$ cat src/rtl/bfd_pkg.sv
// Shared types, constants and the divider reciprocal table for the box filter downsampler.
// No dependencies; every other file in rtl/ except bfd_ram uses this package.
`default_nettype none

package bfd_pkg;

    localparam int MAX_OUT_WIDTH = 256;
    localparam int COL_W         = $clog2(MAX_OUT_WIDTH);
    localparam int MAX_FACTOR    = 8;
    localparam int FAC_W         = 4;
    localparam int SUB_W         = $clog2(MAX_FACTOR);
    localparam int NUM_CH        = 3;
    localparam int PIX_W         = 8;
    localparam int SUM_W         = 14;
    localparam int SUM_ALL_W     = NUM_CH * SUM_W;
    localparam int MAX_SIDE      = 2048;
    localparam int POS_W         = $clog2(MAX_SIDE);
    localparam int CFG_W         = 12;
    localparam int CFG_IDX_W     = 2;

    // floor(n / d) == (n * ceil(2^20 / d)) >> 20 for n < 2^14, d <= 64
    localparam int RECIP_SHIFT   = 20;
    localparam int RECIP_W       = RECIP_SHIFT + 1;
    localparam int PROD_W        = SUM_W + RECIP_W;

    localparam logic [CFG_IDX_W-1:0] REG_SCALE  = 2'd0;
    localparam logic [CFG_IDX_W-1:0] REG_WIDTH  = 2'd1;
    localparam logic [CFG_IDX_W-1:0] REG_HEIGHT = 2'd2;

    localparam logic [FAC_W-1:0] FACTOR_RESET = 4'd3;
    localparam logic [CFG_W-1:0] SIDE_RESET   = 12'd96;

    // Per-word control carried alongside the pixel through the pipe.
    typedef struct packed {
        logic             act;        // block column is inside the accumulator range
        logic             last;       // bottom-right pixel of its block
        logic             frame_last; // last pixel of the frame
        logic             clear;      // block row ends: all accumulators drop to zero
        logic [COL_W-1:0] col;        // output column
    } t_tag;

    // Reciprocal of factor squared, scaled by 2^RECIP_SHIFT and rounded up.
    function automatic logic [RECIP_W-1:0] recip_of(input logic [FAC_W-1:0] f);
        logic [RECIP_W-1:0] r;
        case (f)
            4'd1:    r = 21'd1048576;
            4'd2:    r = 21'd262144;
            4'd3:    r = 21'd116509;
            4'd4:    r = 21'd65536;
            4'd5:    r = 21'd41944;
            4'd6:    r = 21'd29128;
            4'd7:    r = 21'd21400;
            4'd8:    r = 21'd16384;
            default: r = 21'd1048576;
        endcase
        return r;
    endfunction

endpackage

`default_nettype wire

$ cat src/rtl/bfd_ctrl.sv
// Configuration registers and raster position counters; tags each accepted word.
// Depends on bfd_pkg.
`default_nettype none

module bfd_ctrl (
    input  logic                           i_clk,
    input  logic                           i_rst_n,
    input  logic                           i_cfg_we,
    input  logic [bfd_pkg::CFG_IDX_W-1:0]  i_cfg_idx,
    input  logic [bfd_pkg::CFG_W-1:0]      i_cfg_data,
    input  logic                           i_step,
    output bfd_pkg::t_tag                  o_tag,
    output logic [bfd_pkg::FAC_W-1:0]      o_factor
);
    import bfd_pkg::*;

    logic [FAC_W-1:0] r_factor;
    logic [CFG_W-1:0] r_width;
    logic [CFG_W-1:0] r_height;

    logic [POS_W-1:0] r_src_col;
    logic [POS_W-1:0] r_src_row;
    logic [SUB_W-1:0] r_sub_col;
    logic [SUB_W-1:0] r_sub_row;
    logic [COL_W-1:0] r_out_col;
    logic             r_out_over;

    logic [FAC_W-1:0] fac;
    logic [SUB_W-1:0] fac_m1;
    logic [POS_W-1:0] w_m1;
    logic [POS_W-1:0] h_m1;
    logic             col_last;
    logic             row_last;
    logic             line_end;
    logic             frame_last;

    // out-of-range settings are clamped to the legal range
    always_comb begin
        if (r_factor == '0) begin
            fac = FAC_W'(1);
        end else if (r_factor > FAC_W'(MAX_FACTOR)) begin
            fac = FAC_W'(MAX_FACTOR);
        end else begin
            fac = r_factor;
        end

        if (r_width == '0) begin
            w_m1 = '0;
        end else if (r_width > CFG_W'(MAX_SIDE)) begin
            w_m1 = POS_W'(MAX_SIDE - 1);
        end else begin
            w_m1 = POS_W'(r_width - CFG_W'(1));
        end

        if (r_height == '0) begin
            h_m1 = '0;
        end else if (r_height > CFG_W'(MAX_SIDE)) begin
            h_m1 = POS_W'(MAX_SIDE - 1);
        end else begin
            h_m1 = POS_W'(r_height - CFG_W'(1));
        end
    end

    assign fac_m1     = SUB_W'(fac - FAC_W'(1));
    assign col_last   = r_sub_col >= fac_m1;
    assign row_last   = r_sub_row >= fac_m1;
    assign line_end   = r_src_col >= w_m1;
    assign frame_last = line_end && (r_src_row >= h_m1);

    assign o_factor         = fac;
    assign o_tag.act        = !r_out_over;
    assign o_tag.last       = col_last && row_last;
    assign o_tag.frame_last = frame_last;
    assign o_tag.clear      = line_end && (row_last || frame_last);
    assign o_tag.col        = r_out_col;

    always_ff @(posedge i_clk) begin
        if (!i_rst_n) begin
            r_factor <= FACTOR_RESET;
            r_width  <= SIDE_RESET;
            r_height <= SIDE_RESET;
        end else if (i_cfg_we) begin
            case (i_cfg_idx)
                REG_SCALE:  r_factor <= i_cfg_data[FAC_W-1:0];
                REG_WIDTH:  r_width  <= i_cfg_data;
                REG_HEIGHT: r_height <= i_cfg_data;
                default: ;
            endcase
        end
    end

    always_ff @(posedge i_clk) begin
        if (!i_rst_n) begin
            r_src_col  <= '0;
            r_src_row  <= '0;
            r_sub_col  <= '0;
            r_sub_row  <= '0;
            r_out_col  <= '0;
            r_out_over <= 1'b0;
        end else if (i_step) begin
            if (line_end) begin
                r_src_col  <= '0;
                r_sub_col  <= '0;
                r_out_col  <= '0;
                r_out_over <= 1'b0;
                r_sub_row  <= (row_last || frame_last) ? '0 : r_sub_row + SUB_W'(1);
                r_src_row  <= frame_last ? '0 : r_src_row + POS_W'(1);
            end else begin
                r_src_col <= r_src_col + POS_W'(1);
                if (col_last) begin
                    r_sub_col <= '0;
                    if (&r_out_col) begin
                        r_out_over <= 1'b1;
                    end else begin
                        r_out_col <= r_out_col + COL_W'(1);
                    end
                end else begin
                    r_sub_col <= r_sub_col + SUB_W'(1);
                end
            end
        end
    end

endmodule

`default_nettype wire

$ cat config.mk
export PLATFORM = sky130hd
export DESIGN_NAME = bfd_ctrl
export DESIGN_NICKNAME = d
export VERILOG_FILES = /design/src/rtl/bfd_pkg.sv /design/src/rtl/bfd_ctrl.sv
export SDC_FILE = /design/constraint.sdc
export NUM_CORES = 1
export LEC_CHECK = 0
export BUFFER_PORTS_ARGS = -buffer_cell sky130_fd_sc_hd__buf_4
export CAP_MARGIN = 40
export CORE_ASPECT_RATIO = 1.4
export CORE_MARGIN = 2
export CORE_UTILIZATION = 45
export DETAILED_ROUTE_END_ITERATION = 8
export PLACE_DENSITY_LB_ADDON = 0.1
export SYNTH_ARGS = -nofsm -noshare
export SYNTH_HDL_FRONTEND = slang
export SYNTH_SLANG_ARGS = --single-unit
$ cat constraint.sdc
create_clock -name i_clk -period 4.5 [get_ports i_clk]
set_clock_uncertainty 0.15 [all_clocks]
set_input_delay 1.125 -clock i_clk [delete_from_list [all_inputs] [get_ports i_clk]]
set_output_delay 1.125 -clock i_clk [all_outputs]
set_load 0.02 [all_outputs]
==> impl_metrics.toml <==
[clocking]
cts_sinks = 65
postCtsHoldBufs = 0
max-clock-path-buffers = 2
clkTransAtPathRegs_ns = 0.05
cts.root.buffer_cell = "clkbuf_16"
cts_buffers = 9
cts_tree = "built"
clkLatencyLatePin_ns = 0.34
htreeDepth = 3

[routing]
wl_per_cell_um = 15.50
dr_total_vias = 3789
routed_via_density = 5.732
ant_nets = 0
drc = 0
wirelength_mm = 10.25
drt_iter0_drc = 161
first_pass_iters = 5

[placement]
io_buffers = 33
place_ws_ns = 0.1063
hpwl_mm = 7.312
gp_congestion = 0.8616

[run]
cap_violations = 0

[die]
pin_count = 34
rows = 40
coreArea_um2 = 8658
dieArea_um2 = 9716
initial_utilization_pct = 46.43
die_h_um = 115.8
die_x_um = 83.88

[cells_and_area]
syn_to_final_growth_pct = 23.62
fill_cells = 806
layout_common_cells = "nand2_1 (80), dfxtp_1 (63), a21oi_1 (54)"
layout.nets = 605
utilization_pct = 57.40
layout_commonest_cell = "nand2_1"
drive_above_1_share_pct = 18.71
diodes = 0

[power]
p_int_mw = 1.274
switchingPower_mw = 0.4018
switching_share_pct = 23.97
power_leakage_nw = 1.950
pwr-share-seq_pct = 36.1
power.density_nw_per_um2 = 337.2
clkPwrFrac_pct = 51.7
totalPowerFinal_mw = 1.676
p_comb_share_pct = 12.2
ir_worst_vdd_mv = 0.2591

[status]
status = "complete, but fails checks"
violations = "negative setup slack"

[critical_path]
startpoint_type = "register"
crit_arrival_ns = 3.23
ff2ff_path_depth = 14
worst_path_max_delay_cell = "dfxtp_4"
crit_chain = "nor4_2 > buf_4 > nand4b_1 > or2_4 > maj3_2 > ha_4 > nand2b_4 > a2111oi_4 > o211ai_1 > a21boi_1 > nor2_1 > buf_4"
cp.required_ns = 3.22
critPathMostFrequentCell = "buf_4"
critPathLaunch = "r_height[5]"
path_max_fanout = 5
rr_startpoint = "r_height[5]"
crit_type = "reg -> out"
worst_setup_path_end_kind = "output pin"
max_stage_delay_ns = 0.35

[grt]
grt_max_degree = 40
grt_pass1_vias = 3564
grt_antenna_before_repair = 0
grt_pass1_wl_mm = 16.70
gr-total-overflow = 0
track_usage_pct = 21.60

[sta]
worst_slew_pin_slew_ns = 0.7534
setup_violations = 1
hold_viol = 0
fmax_mhz = 222.0
slew_headroom_pct = 49.66
rsz0062_at_grt = "yes"
slew_viol_final = 0
layout_setup_ws_ns = -0.004387
period_needed_ns = 4.504
hold-worst-slack_ns = 0.3056
fin_crit_sh_pct = 100.1

[synth]
synth_area_um2 = 4020
synth_enable_flop_cells = 0
yosysUniqueCellTypes = 59
yosys_warnings = 0
ys.flop_type = "dfxtp_1"
synth_seq_cells = 65
synthCells = 513
synthArstFlopShare_pct = 0
synth_fp_nets = 567
synth-seq-area-share_pct = 32.37
synth_area_per_cell_um2 = 7.836

[worst_hold_path]
hp-start = "r_out_over"
min_delay_path_depth = 2
hold_path_class = "reg -> reg"
[final cells by class]
| cell class | count | area, µm² | share of cell area [%] |
|---|---|---|---|
| tap | 105 | 131.4 | 2.644 |
| multi-input combinational | 398 | 2681 | 53.95 |
| clock buffer | 9 | 225.2 | 4.532 |
| sequential | 65 | 1309 | 26.33 |
| clock inverter | 7 | 142.6 | 2.870 |
| timing repair buffer | 51 | 382.9 | 7.704 |
| inverter | 26 | 97.59 | 1.964 |
[critical path, delay by kind of cell, from the launching register on]
family | cells | cell delay, ns
AND/OR/NAND/NOR | 5 | 0.87
AO/OA/AOI/OAI | 3 | 0.80
adder cells (fa/ha/maj) | 2 | 0.54
flip-flops | 1 | 0.35
buffers and inverters | 2 | 0.31
[synth_stat cells, types with 2 or more instances]
| master | count | area share (%) |
|---|---|---|
| a2111oi_0 | 2 | 0.44 |
| a211oi_2 | 2 | 0.62 |
| mux2i_1 | 5 | 1.2 |
| a21o_1 | 2 | 0.37 |
| buf_1 | 4 | 0.37 |
| and3_1 | 5 | 0.78 |
| clkbuf_1 | 16 | 1.5 |
| nand4_1 | 10 | 1.6 |
| or2_1 | 2 | 0.31 |
| a2111oi_2 | 2 | 0.75 |
| nand3_1 | 33 | 4.1 |
| nor4_1 | 5 | 0.78 |
| a21oi_1 | 55 | 6.8 |
| a211oi_1 | 3 | 0.56 |
| o22ai_1 | 7 | 1.1 |
| a21boi_1 | 6 | 1.1 |
| inv_1 | 25 | 2.3 |
| nand3b_1 | 5 | 0.93 |
| dfxtp_1 | 65 | 32 |
| nor2_1 | 30 | 2.8 |
| or3_1 | 7 | 1.1 |
| xor2_1 | 13 | 2.8 |
| nand2_1 | 80 | 7.5 |
| buf_2 | 2 | 0.25 |
| o21ai_1 | 14 | 1.7 |
| ha_1 | 36 | 11 |
| xnor2_1 | 11 | 2.4 |
| nand4b_1 | 5 | 1.1 |
| nand2b_1 | 8 | 1.2 |
| o211ai_1 | 5 | 0.93 |
| o31ai_1 | 2 | 0.37 |
| a22oi_1 | 6 | 1.1 |
| or2_2 | 2 | 0.31 |
| nor3_1 | 13 | 1.6 |
[kinds of logic after synthesis]
family / count (synthesis) / synth area share [%]
muxes: 5 / 1.245
adders and majority gates: 37 / 11.45
AOI/OAI and AO/OA: 115 / 17.93
buffers and inverters: 50 / 5.011
and+or+nand+nor: 217 / 26.77
DFF: 65 / 32.37
xor gates and xnor gates: 24 / 5.229
[final timing paths]
path,to,slack (ns)
max,o_tag[8],-0.004
min,r_out_over,0.31
max reg2reg,r_src_row[9],0.75
min reg2reg,r_out_over,0.31
[repair_timing]
action,in CTS,in global routing
buffers inserted,5,2
gates resized for setup,18,14
setup endpoints to repair,2,2
pin swaps,7,9
endpoints found under the hold margin,0,0
[registers in the layout (all words and copies together), names as in the netlist]
signal / cells
r_height: 12
r_width: 12
r_src_col: 11
r_src_row: 11
r_out_col: 8
r_factor: 4
r_sub_col: 3
r_sub_row: 3
r_out_over: 1
[layer usage]
metal | share of wire (%) | global-route usage, % | routed length (µm)
met2 | 53 | 40.21 | 5411
met1 | 41 | 24.42 | 4246
met5 | 0 | 0 | 0
met4 | 2.3 | 9.462 | 234
met3 | 3.5 | 3.276 | 355
[per-stage QoR]
step / cells / setup TNS, ns / cell area (µm²)
floorplan: 513 / 0 / 4020
global placement: 638 / 0 / 4378
detailed placement: 638 / 0 / 4378
CTS: 659 / 0 / 4861
global route: 661 / -0.2360 / 4970
finish: 661 / -0.004387 / 4970
[power by group through the flow]
| stage | logic, mW | clock network (mW) | registers [mW] |
|---|---|---|---|
| finish | 0.204 | 0.866 | 0.605 |
| CTS | 0.196 | 0.879 | 0.605 |
| global route | 0.226 | 0.903 | 0.608 |
| floorplan | 0.128 | 0 | 0.614 |
| detailed placement | 0.188 | 0 | 0.617 |
| global placement | 0.183 | 0 | 0.616 |
Power figures use the tool's default switching activity.
