[config.mk]
export PLATFORM = sky130hd
export DESIGN_NAME = bfd_lane
export DESIGN_NICKNAME = d
export VERILOG_FILES = /design/src/rtl/bfd_pkg.sv /design/src/rtl/bfd_lane.sv
export SDC_FILE = /design/constraint.sdc
export NUM_CORES = 1
export LEC_CHECK = 0
export BUFFER_PORTS_ARGS = -buffer_cell sky130_fd_sc_hd__buf_2
export CORE_ASPECT_RATIO = 1.4
export CORE_MARGIN = 2
export CORE_UTILIZATION = 35
export DETAILED_ROUTE_END_ITERATION = 10
export PLACE_DENSITY = 0.57
export SYNTH_ARGS = -nofsm -noshare
export SYNTH_HDL_FRONTEND = slang
export SYNTH_SLANG_ARGS = --single-unit
[constraint.sdc]
create_clock -name i_clk -period 7.8 [get_ports i_clk]
set_clock_uncertainty 0.15 [all_clocks]
set_input_delay 0.39 -clock i_clk [delete_from_list [all_inputs] [get_ports i_clk]]
set_output_delay 0.39 -clock i_clk [all_outputs]
set_load 0.1 [all_outputs]
[src/rtl/bfd_pkg.sv]
// Shared types, constants and the divider reciprocal table for the box filter downsampler.
// No dependencies; every other file in rtl/ except bfd_ram uses this package.
`default_nettype none

package bfd_pkg;

    localparam int MAX_OUT_WIDTH = 256;
    localparam int COL_W         = $clog2(MAX_OUT_WIDTH);
    localparam int MAX_FACTOR    = 8;
    localparam int FAC_W         = 4;
    localparam int SUB_W         = $clog2(MAX_FACTOR);
    localparam int NUM_CH        = 3;
    localparam int PIX_W         = 8;
    localparam int SUM_W         = 14;
    localparam int SUM_ALL_W     = NUM_CH * SUM_W;
    localparam int MAX_SIDE      = 2048;
    localparam int POS_W         = $clog2(MAX_SIDE);
    localparam int CFG_W         = 12;
    localparam int CFG_IDX_W     = 2;

    // floor(n / d) == (n * ceil(2^20 / d)) >> 20 for n < 2^14, d <= 64
    localparam int RECIP_SHIFT   = 20;
    localparam int RECIP_W       = RECIP_SHIFT + 1;
    localparam int PROD_W        = SUM_W + RECIP_W;

    localparam logic [CFG_IDX_W-1:0] REG_SCALE  = 2'd0;
    localparam logic [CFG_IDX_W-1:0] REG_WIDTH  = 2'd1;
    localparam logic [CFG_IDX_W-1:0] REG_HEIGHT = 2'd2;

    localparam logic [FAC_W-1:0] FACTOR_RESET = 4'd3;
    localparam logic [CFG_W-1:0] SIDE_RESET   = 12'd96;

    // Per-word control carried alongside the pixel through the pipe.
    typedef struct packed {
        logic             act;        // block column is inside the accumulator range
        logic             last;       // bottom-right pixel of its block
        logic             frame_last; // last pixel of the frame
        logic             clear;      // block row ends: all accumulators drop to zero
        logic [COL_W-1:0] col;        // output column
    } t_tag;

    // Reciprocal of factor squared, scaled by 2^RECIP_SHIFT and rounded up.
    function automatic logic [RECIP_W-1:0] recip_of(input logic [FAC_W-1:0] f);
        logic [RECIP_W-1:0] r;
        case (f)
            4'd1:    r = 21'd1048576;
            4'd2:    r = 21'd262144;
            4'd3:    r = 21'd116509;
            4'd4:    r = 21'd65536;
            4'd5:    r = 21'd41944;
            4'd6:    r = 21'd29128;
            4'd7:    r = 21'd21400;
            4'd8:    r = 21'd16384;
            default: r = 21'd1048576;
        endcase
        return r;
    endfunction

endpackage

`default_nettype wire

[src/rtl/bfd_lane.sv]
// One color channel: accumulator add, then divide by factor squared via reciprocal multiply.
// Depends on bfd_pkg.
`default_nettype none

module bfd_lane (
    input  logic                        i_clk,
    input  logic                        i_load_b,
    input  logic [bfd_pkg::PIX_W-1:0]   i_pix,
    input  logic [bfd_pkg::SUM_W-1:0]   i_old,
    input  logic                        i_load_c,
    input  logic                        i_load_d,
    input  logic [bfd_pkg::FAC_W-1:0]   i_factor,
    output logic [bfd_pkg::SUM_W-1:0]   o_sum,
    output logic [bfd_pkg::PIX_W-1:0]   o_avg
);
    import bfd_pkg::*;

    logic [PIX_W-1:0]   r_pix;
    logic [SUM_W-1:0]   r_sum;
    logic [PIX_W-1:0]   r_avg;
    logic [RECIP_W-1:0] recip;
    logic [PROD_W-1:0]  prod;

    assign o_sum = i_old + SUM_W'(r_pix);
    assign recip = recip_of(i_factor);
    assign prod  = PROD_W'(r_sum) * PROD_W'(recip);
    assign o_avg = r_avg;

    always_ff @(posedge i_clk) begin
        if (i_load_b) begin
            r_pix <= i_pix;
        end
        if (i_load_c) begin
            r_sum <= o_sum;
        end
        if (i_load_d) begin
            // low byte of the quotient
            r_avg <= prod[RECIP_SHIFT +: PIX_W];
        end
    end

endmodule

`default_nettype wire

==> flow_summary_export.csv, run 1 <==
group,metric,value,unit
global_routing,antenna_found_initial,0,
worst_setup_path,arrival,6780,ps
synth,syn_nets,1086,
placed_design,hpwlAfterDp,16700,µm
worst_setup_path,r2r_slack,1220,ps
worst_setup_path,critPathLaunchType,"primary input",
floorplan,coreArea,0.0218,mm²
timing,tightestPinTransition,639,ps
pwr,seqPwrFrac,0.182,
clocking,cts_num_sinks,30,
cells_and_area,syn_to_final_growth,9.75,%
synth,avgSynthCellArea,9.81,µm²
floorplan,die_w,130,µm
floorplan,start_util,0.356,
routing,route.detailed.drc,0,
placed_design,dpl.cell_count,1127,
global_routing,grt_max_degree,18,
synth,yosys_register_bits,30,
pwr,p_int,689,µW
clocking,cts_made_buffers,5,
worst_setup_path,r2r_end,"o_avg[7]",
clocking,hold_buffers,0,
timing,grt_setup_unrepaired,"false",
placed_design,port_buffers,51,
worst_setup_path,required,7670,ps
routing,totalWireLength,19100,µm
floorplan,die_area,0.0234,mm²
worst_setup_path,reg2reg_depth,21,
cells_and_area,drive_gt1_frac,0.0907,
worst_hold_path,hp-class,"primary input to register",
synth,synth-compound-area-share,0.0435,
timing,min_period,6920,ps
pwr,switchingPower,797,µW
pwr,ir_worst_vdd,296,µV
clocking,worstSkewPairLatency,280,ps
outcome,outcome,"finished, final reports clean",
floorplan,fp.dieH,180,µm
synth,synthCells,791,
cells_and_area,multiInputGateArea,0.00596,mm²
cells_and_area,fill_cells,2263,
routing,drtPass1Iterations,4,
global_routing,grt.overflow.total,0,
synth,synth_area,0.00776,mm²
cells_and_area,register_area,901,µm²
synth,synth_area_leader_cell,"fa_1",
timing,layout_setup_ws,883,ps
clocking,cts_buffer_depth,2,
routing,num_vias,5276,
worst_setup_path,path_max_fanout,15,
timing,hold_viol_final,0,
cells_and_area,post-route-util,0.391,
clocking,cts_tree,"yes",
global_routing,grt_pass1_wl,31600,µm
pwr,p_leak,0.00469,µW
synth,synthAdderAreaFrac,0.570,
synth,ys_seq_area_frac,0.116,
synth,synth_cell_types,41,
placed_design,place_ws,564,ps
synth,ys.warnings.count,0,
global_routing,track_usage,0.178,
routing,drt-initial-drc-count,121,
timing,drv_slew,0,
floorplan,row_count,64,
timing,fmax,145,MHz
routing,post_drt_wl_per_cell,16.8,µm
run,maxCapViolations,0,
synth,synth_top_family_by_area,"adder cells",
clocking,htree_levels,2,
pwr,total_power,1490,µW
timing,slew_headroom,0.570,
routing,ant_nets,0,
cells_and_area,nNetsFinal,1132,
timing,setup_viol,0,
routing,viasPerCell,4.65,
cells_and_area,num_antenna_cells,0,
worst_setup_path,startpoint,"i_factor[1]",
pwr,p_per_area,174,mW/mm²
timing,final.period_utilization,0.887,
global_routing,grt_pass1_vias,6046,
timing,fin_tns_setup,0,ps
clocking,cts-root-buf,"clkbuf_16",
worst_setup_path,r2r_start,"r_sum[4]",
placed_design,place_congestion,0.972,
pwr,p_clk_frac,0.126,
clocking,cts.clk_slew.worst_paths,50,ps
floorplan,num_io_pins,52,
synth,muxShareOfSynthArea,0.00258,
cells_and_area,finalNonFillerCells,1135,
synth,synth_top_area_share,0.382,
pwr,pwr-share-comb,0.693,
synth,synth.area.top_cells,"fa_1 (38%), ha_1 (19%), edfxtp_1 (12%)",
clocking,post_cts_buffers,0,
synth,synthXorXnorAreaFrac,0.0327,
worst_setup_path,worst-setup-path-type,"primary input to register",
worst_setup_path,worstSetupEndpointType,"register",
clocking,cts_resized,0,
synth,synthSimpleGateAreaFrac,0.119,
worst_setup_path,critPathCapture,"o_avg[7]",
pwr,power_switching_share,0.536,
worst min path at each step:
| stage | start | endpoint | slack (ps) | depth (start not counted) |
|---|---|---|---|---|
| after detailed placement | r_pix[0] | r_sum[0] | 400 | 1 |
| after global placement | i_pix[0] | r_pix[0] | 420 | 1 |
| after global routing | i_pix[7] | r_pix[7] | 130 | 1 |
| after floorplan | i_pix[0] | r_pix[0] | 340 | 0 |
| after CTS | i_pix[7] | r_pix[7] | 120 | 1 |
| final | i_pix[5] | r_pix[5] | 130 | 1 |
metal layers:
| layer | track usage | share of wire | vias up |
|---|---|---|---|
| met5 | 0 | 0 | - |
| met4 | 0.0830 | 0.050 | 0 |
| met3 | 0.00831 | 0.026 | 40 |
| met2 | 0.335 | 0.55 | 110 |
| met1 | 0.202 | 0.38 | 2626 |
| li1 | - | - | 2500 |
synthesized netlist by cell type:
cell       count
xor2_1         4
ha_1         117
edfxtp_1      30
o21a_1         2
a211oi_1       4
o31ai_1        1
and3_1        25
nor2b_1        3
a2111oi_4      1
and4b_1        1
nor2_1        15
and4_4         1
inv_1        216
nand2b_1       2
clkbuf_2       1
xnor2_1       25
clkbuf_1      18
buf_2          2
nand2_1       68
o21ai_0       14
nand4_1        1
or2_2          1
a31oi_1        1
nor2_2         1
a21oi_1       10
o21bai_1       2
nor3_1         2
fa_1         148
a21boi_0       2
nor3b_2        2
and4_1         2
and2_1        50
o211ai_2       1
a211o_1        1
a21o_1         6
a221oi_2       1
buf_1          1
mux2i_1        2
nand3_1        4
o211ai_1       2
o21ai_1        1
sequential cells by signal (all words and copies together), names as in the netlist:
signal and count:
o_avg 8, r_sum 14, r_pix 8
power groups by stage:
stage / registers [µW] / clock network, µW / logic (µW)
floorplan: 395 / 0 / 659
global placement: 273 / 0 / 1030
detailed placement: 272 / 0 / 1040
CTS: 270 / 193 / 1050
global route: 275 / 196 / 1160
finish: 270 / 186 / 1030
kinds of logic after synthesis:
group                    after synthesis
multiplexers                           2
flip-flops                            30
buffers and inverters                238
AO/OA/AOI/OAI                         49
XOR/XNOR                              29
AND/OR/NAND/NOR                      178
adder cells (fa/ha/maj)              265
cell usage in the layout, fill, tap and decap left out, types with 5 or more instances in the layout:
master and instances:
a21o_1 6, a21oi_1 10, and2_1 50, and3_1 25, buf_2 51, buf_4 10
clkbuf_16 5, edfxtp_1 30, fa_1 148, ha_1 117, inv_1 216, nand2_1 68
nor2_1 15, o21ai_0 14, xnor2_1 25
final cells by class:
class,instances,area share
Clock inverter,3,0.00191
Inverter,216,0.0952
Multi-Input combinational cell,523,0.700
Timing Repair Buffer,61,0.0388
Sequential cell,30,0.106
Tap cell,297,0.0436
Clock buffer,5,0.0147
through the flow:
step                      instance area, µm²  hold WS [ps]
after CTS                               8520           124
after global routing                    8520           127
after detailed placement                8380           405
final                                   8520           134
after floorplan                         7760           339
after global placement                  8380           417
worst max-delay path, stage by stage:
cell and delay [ps]:
buf_2 200, ha_1 220, nor3b_2 470, nand2_1 190, inv_1 170, nor2_1 110
fa_1 540, inv_1 50, fa_1 480, fa_1 570, fa_1 430, fa_1 490
inv_1 50, fa_1 480, inv_1 40, ha_1 270, and3_1 190, a211oi_1 230
o21ai_0 140, nor2_2 220, o211ai_2 160, and4_4 220, a2111oi_4 320, xnor2_1 120
No activity file was read; power rests on OpenSTA's default activity.
==> run 2, diff against run 1 <==
==> constraint.sdc (replaced) <==
create_clock -name i_clk -period 8.2 [get_ports i_clk]
set_clock_uncertainty 0.15 [all_clocks]
set_input_delay 1.23 -clock i_clk [delete_from_list [all_inputs] [get_ports i_clk]]
set_output_delay 1.23 -clock i_clk [all_outputs]
set_load 0.1 [all_outputs]
==> flow_summary_export.csv, run 2 (synthesized netlist as in run 1, its figures left out) <==
group,metric,value,unit
worst_setup_path,r2r_slack,1650,ps
worst_hold_path,hold_end,"r_sum[0]",
global_routing,grt_use_met1,0.202,
cells_and_area,nNetsFinal,1138,
timing,whs,442,ps
run,maxCapViolations,0,
pwr,total_power,1410,µW
clocking,cts_buffer_depth,2,
pwr,p_clk_frac,0.125,
worst_setup_path,critPathLaunchType,"primary input",
floorplan,fp.dieH,180,µm
floorplan,coreArea,0.0218,mm²
pwr,p_leak,0.00472,µW
pwr,ir_worst_vdd,280,µV
worst_hold_path,hold_path.startpoint,"r_pix[0]",
clocking,cts_resized,0,
global_routing,grt_pass1_wl,31600,µm
global_routing,grtUsageMet2,0.331,
floorplan,row_count,64,
cells_and_area,largest_reg_flops,14,
cells_and_area,num_antenna_cells,0,
placed_design,place_congestion,0.975,
timing,grt_setup_unrepaired,"false",
worst_hold_path,hp-class,"register to register",
outcome,outcome,"finished, final reports clean",
clocking,htree_levels,2,
routing,route.detailed.drc,0,
worst_setup_path,r2r_end,"o_avg[7]",
pwr,pwr-share-comb,0.692,
routing,num_vias,5291,
worst_setup_path,path_max_fanout,15,
cells_and_area,final_cell_mix,"inv_1 (216), fa_1 (148), ha_1 (117), nand2_1 (68), buf_2 (51)",
pwr,seqPwrFrac,0.183,
timing,fin_tns_setup,0,ps
placed_design,hpwlAfterDp,16900,µm
timing,min_period,7650,ps
global_routing,grt.overflow.total,0,
clocking,cts_num_sinks,30,
clocking,post_cts_buffers,0,
timing,hold_viol_final,0,
floorplan,die_w,130,µm
pwr,p_int,657,µW
routing,drt-initial-drc-count,144,
worst_setup_path,arrival,7530,ps
routing,totalWireLength,19100,µm
routing,ant_nets,0,
global_routing,antenna_found_initial,0,
cells_and_area,final_common_cell,"inv_1",
global_routing,global_route.peak_usage_layer,"met2",
global_routing,met3_usage,0.0113,
clocking,cts_made_buffers,5,
global_routing,grt_max_degree,22,
placed_design,dpl.cell_count,1133,
global_routing,track_usage,0.178,
global_routing,grt_pass1_vias,6062,
clocking,worstSkewPairLatency,280,ps
timing,tightestPinTransition,665,ps
timing,drv_slew,0,
placed_design,port_buffers,51,
clocking,cts.clk_slew.worst_paths,50,ps
clocking,cts-root-buf,"clkbuf_16",
cells_and_area,finalNonFillerCells,1141,
clocking,cts_tree,"yes",
timing,setup_viol,0,
cells_and_area,drive_gt1_frac,0.0972,
floorplan,num_io_pins,52,
worst_hold_path,holdPathStages,1,
worst_setup_path,worstSetupEndpointType,"register",
timing,fmax,131,MHz
worst_setup_path,required,8070,ps
floorplan,start_util,0.356,
worst_setup_path,worst-setup-path-type,"primary input to register",
worst_setup_path,r2r_start,"r_sum[6]",
cells_and_area,fill_cells,2212,
worst_setup_path,reg2reg_depth,19,
timing,final.period_utilization,0.933,
clocking,hold_buffers,0,
pwr,power_switching_share,0.535,
routing,drtPass1Iterations,4,
cells_and_area,syn_to_final_growth,10.3,%
timing,slew_headroom,0.553,
floorplan,die_area,0.0234,mm²
routing,post_drt_wl_per_cell,16.7,µm
cells_and_area,regMostFlops,"r_sum",
pwr,switchingPower,755,µW
routing,viasPerCell,4.64,
pwr,p_per_area,165,mW/mm²
[run 2: layer usage]
metal,up-vias,routed length [µm],share of wire
met5,-,0,0
met4,0,1040,0.055
met3,43,419,0.022
met2,99,10500,0.55
met1,2646,7160,0.38
li1,2503,-,-
[run 2: area by class of cell]
type,instances,area [µm²],area share
clock buffers,5,125,0.0146
multi-input cells,523,5960,0.696
clock inverters,3,16.3,0.00190
well taps,297,372,0.0434
inverters,216,811,0.0947
flip-flops and latches,30,901,0.105
repair buffers,67,375,0.0438
[run 2: worst max-delay path: stages]
cell and delay, ps:
buf_2 220, ha_1 230, nor3b_2 360, buf_4 230
and2_1 220, nor2_1 140, fa_1 500, fa_1 500
inv_1 50, fa_1 490, fa_1 520, fa_1 490
inv_1 50, fa_1 500, inv_1 50, ha_1 170
a21o_1 180, a211oi_1 210, o21ai_0 140, nor2_2 240
o211ai_2 160, and4_4 220, a2111oi_4 320, xnor2_1 110
[run 2: per-stage QoR]
step | setup slack [ps] | utilization | cell area [µm²]
2_1_floorplan | 636 | - | 7760
5_1_grt | 64.5 | 0.393 | 8560
4_1_cts | 474 | 0.393 | 8560
3_5_place_dp | 205 | 0.387 | 8420
6_report | 547 | 0.393 | 8560
3_3_place_gp | 357 | 0.387 | 8420
[run 2: worst max path at each step]
stage / start / end / slack [ps]
floorplan: i_factor[1] / o_avg[7] / 640
global placement: i_factor[1] / o_avg[7] / 360
detailed placement: i_factor[1] / o_avg[7] / 200
CTS: i_factor[1] / o_avg[7] / 470
global route: i_factor[1] / o_avg[7] / 60
finish: i_factor[1] / o_avg[7] / 550
[run 2: power by group through the flow]
stage | clock, µW | combinational, µW | sequential, µW
2_1_floorplan | 0 | 627 | 376
3_3_place_gp | 0 | 982 | 261
3_5_place_dp | 0 | 990 | 260
4_1_cts | 182 | 1000 | 259
5_1_grt | 187 | 1100 | 263
6_report | 177 | 977 | 258
==> run 3, diff against run 2 <==
- RECOVER_POWER: not set -> 25
- TNS_END_PERCENT: not set -> 5
==> flow_summary_export.csv, run 3 (synthesized netlist as in run 1, its figures left out) <==
group,metric,value,unit
outcome,outcome,"finished, final reports clean",
cells_and_area,regMostFlops,"r_sum",
pwr,p_leak,0.00471,µW
clocking,cts_buffer_depth,2,
global_routing,grt_pass1_wl,31600,µm
floorplan,num_io_pins,52,
timing,setup_viol,0,
routing,ant_nets,0,
timing,fin_tns_setup,0,ps
pwr,p_per_area,165,mW/mm²
clocking,htree_levels,2,
clocking,cts_made_buffers,5,
cells_and_area,syn_to_final_growth,10.3,%
floorplan,start_util,0.356,
global_routing,grtUsageMet2,0.331,
worst_setup_path,required,8070,ps
routing,drtPass1Iterations,4,
timing,hold_viol_final,0,
pwr,ir_worst_vdd,280,µV
run,maxCapViolations,0,
clocking,cts-root-buf,"clkbuf_16",
global_routing,met3_usage,0.0113,
global_routing,track_usage,0.178,
worst_setup_path,path_max_fanout,15,
global_routing,grt.overflow.total,0,
clocking,cts.clk_slew.worst_paths,50,ps
routing,route.detailed.drc,0,
timing,final.period_utilization,0.933,
cells_and_area,final_common_cell,"inv_1",
routing,post_drt_wl_per_cell,16.7,µm
cells_and_area,final_cell_mix,"inv_1 (216), fa_1 (148), ha_1 (117), nand2_1 (68), and2_1 (50)",
floorplan,row_count,64,
clocking,post_cts_buffers,0,
cells_and_area,largest_reg_flops,14,
clocking,hold_buffers,0,
worst_setup_path,worstSetupEndpointType,"register",
timing,fmax,131,MHz
placed_design,place_congestion,0.975,
pwr,total_power,1410,µW
floorplan,die_area,0.0234,mm²
placed_design,port_buffers,51,
routing,viasPerCell,4.64,
timing,min_period,7650,ps
worst_setup_path,arrival,7530,ps
cells_and_area,drive_gt1_frac,0.0948,
clocking,cts_num_sinks,30,
worst_setup_path,worst-setup-path-type,"primary input to register",
routing,totalWireLength,19100,µm
cells_and_area,fill_cells,2212,
floorplan,coreArea,0.0218,mm²
floorplan,fp.dieH,180,µm
routing,num_vias,5291,
timing,grt_setup_unrepaired,"false",
worst_hold_path,hp-class,"register to register",
global_routing,global_route.peak_usage_layer,"met2",
cells_and_area,num_antenna_cells,0,
clocking,cts_resized,0,
timing,tightestPinTransition,665,ps
global_routing,grt_use_met1,0.202,
global_routing,grt_max_degree,22,
clocking,worstSkewPairLatency,280,ps
timing,drv_slew,0,
cells_and_area,nNetsFinal,1138,
clocking,cts_tree,"yes",
routing,drt-initial-drc-count,144,
floorplan,die_w,130,µm
placed_design,hpwlAfterDp,16900,µm
worst_setup_path,critPathLaunchType,"primary input",
global_routing,grt_pass1_vias,6062,
timing,slew_headroom,0.553,
global_routing,antenna_found_initial,0,
-- run 3: changes by cell type in the layout (fill, tap and decap cells not counted), sizes merged --
cell and delta:
buf -2, clkbuf +2
-- run 3: where the power goes --
group          switching [µW]  internal (µW)
registers                38.3            219
clock network            66.0            111
logic                     650            327
-- run 3: area by class of cell --
type	instances	area [µm²]	share of cell area
Timing Repair Buffer	67	373	0.0436
Clock buffer	5	125	0.0146
Inverter	216	811	0.0947
Sequential cell	30	901	0.105
Clock inverter	3	16.3	0.00190
Multi-Input combinational cell	523	5960	0.697
Tap cell	297	372	0.0434
-- run 3: per-layer routing --
| metal | routed length (µm) | share of wire | up-vias |
|---|---|---|---|
| met4 | 1040 | 0.055 | 0 |
| li1 | - | - | 2503 |
| met1 | 7160 | 0.38 | 2646 |
| met3 | 420 | 0.022 | 43 |
| met2 | 10500 | 0.55 | 99 |
| met5 | 0 | 0 | - |
-- run 3: metrics by stage --
stage                     worst slack [ps]  instance area, µm²  hold slack [ps]  instances  utilization
after floorplan                        636                7760              755        791            -
after global placement                 357                8420              424       1133        0.387
after global routing                  64.5                8560              452       1141        0.393
after CTS                              474                8560              447       1141        0.393
final                                  547                8560              442       1141        0.393
after detailed placement               205                8420              434       1133        0.387
-- run 3: path summary, 6_finish.rpt --
kind                   end   startpoint  slack (ps)  cells past startpoint
setup / recovery  o_avg[7]  i_factor[1]         550                     24
hold reg to reg   r_sum[0]     r_pix[0]         440                      1
hold / removal    r_sum[0]     r_pix[0]         440                      1
setup reg to reg  o_avg[7]     r_sum[6]        1650                     19
-- run 3: worst max-delay path, cell delays in order --
cell,delay (ps)
buf_2,220
ha_1,230
nor3b_2,360
buf_4,230
and2_1,220
nor2_1,140
fa_1,500
fa_1,500
inv_1,50
fa_1,490
fa_1,520
fa_1,490
inv_1,50
fa_1,500
inv_1,50
ha_1,170
a21o_1,180
a211oi_1,210
o21ai_0,140
nor2_2,240
o211ai_2,160
and4_4,220
a2111oi_4,320
xnor2_1,110
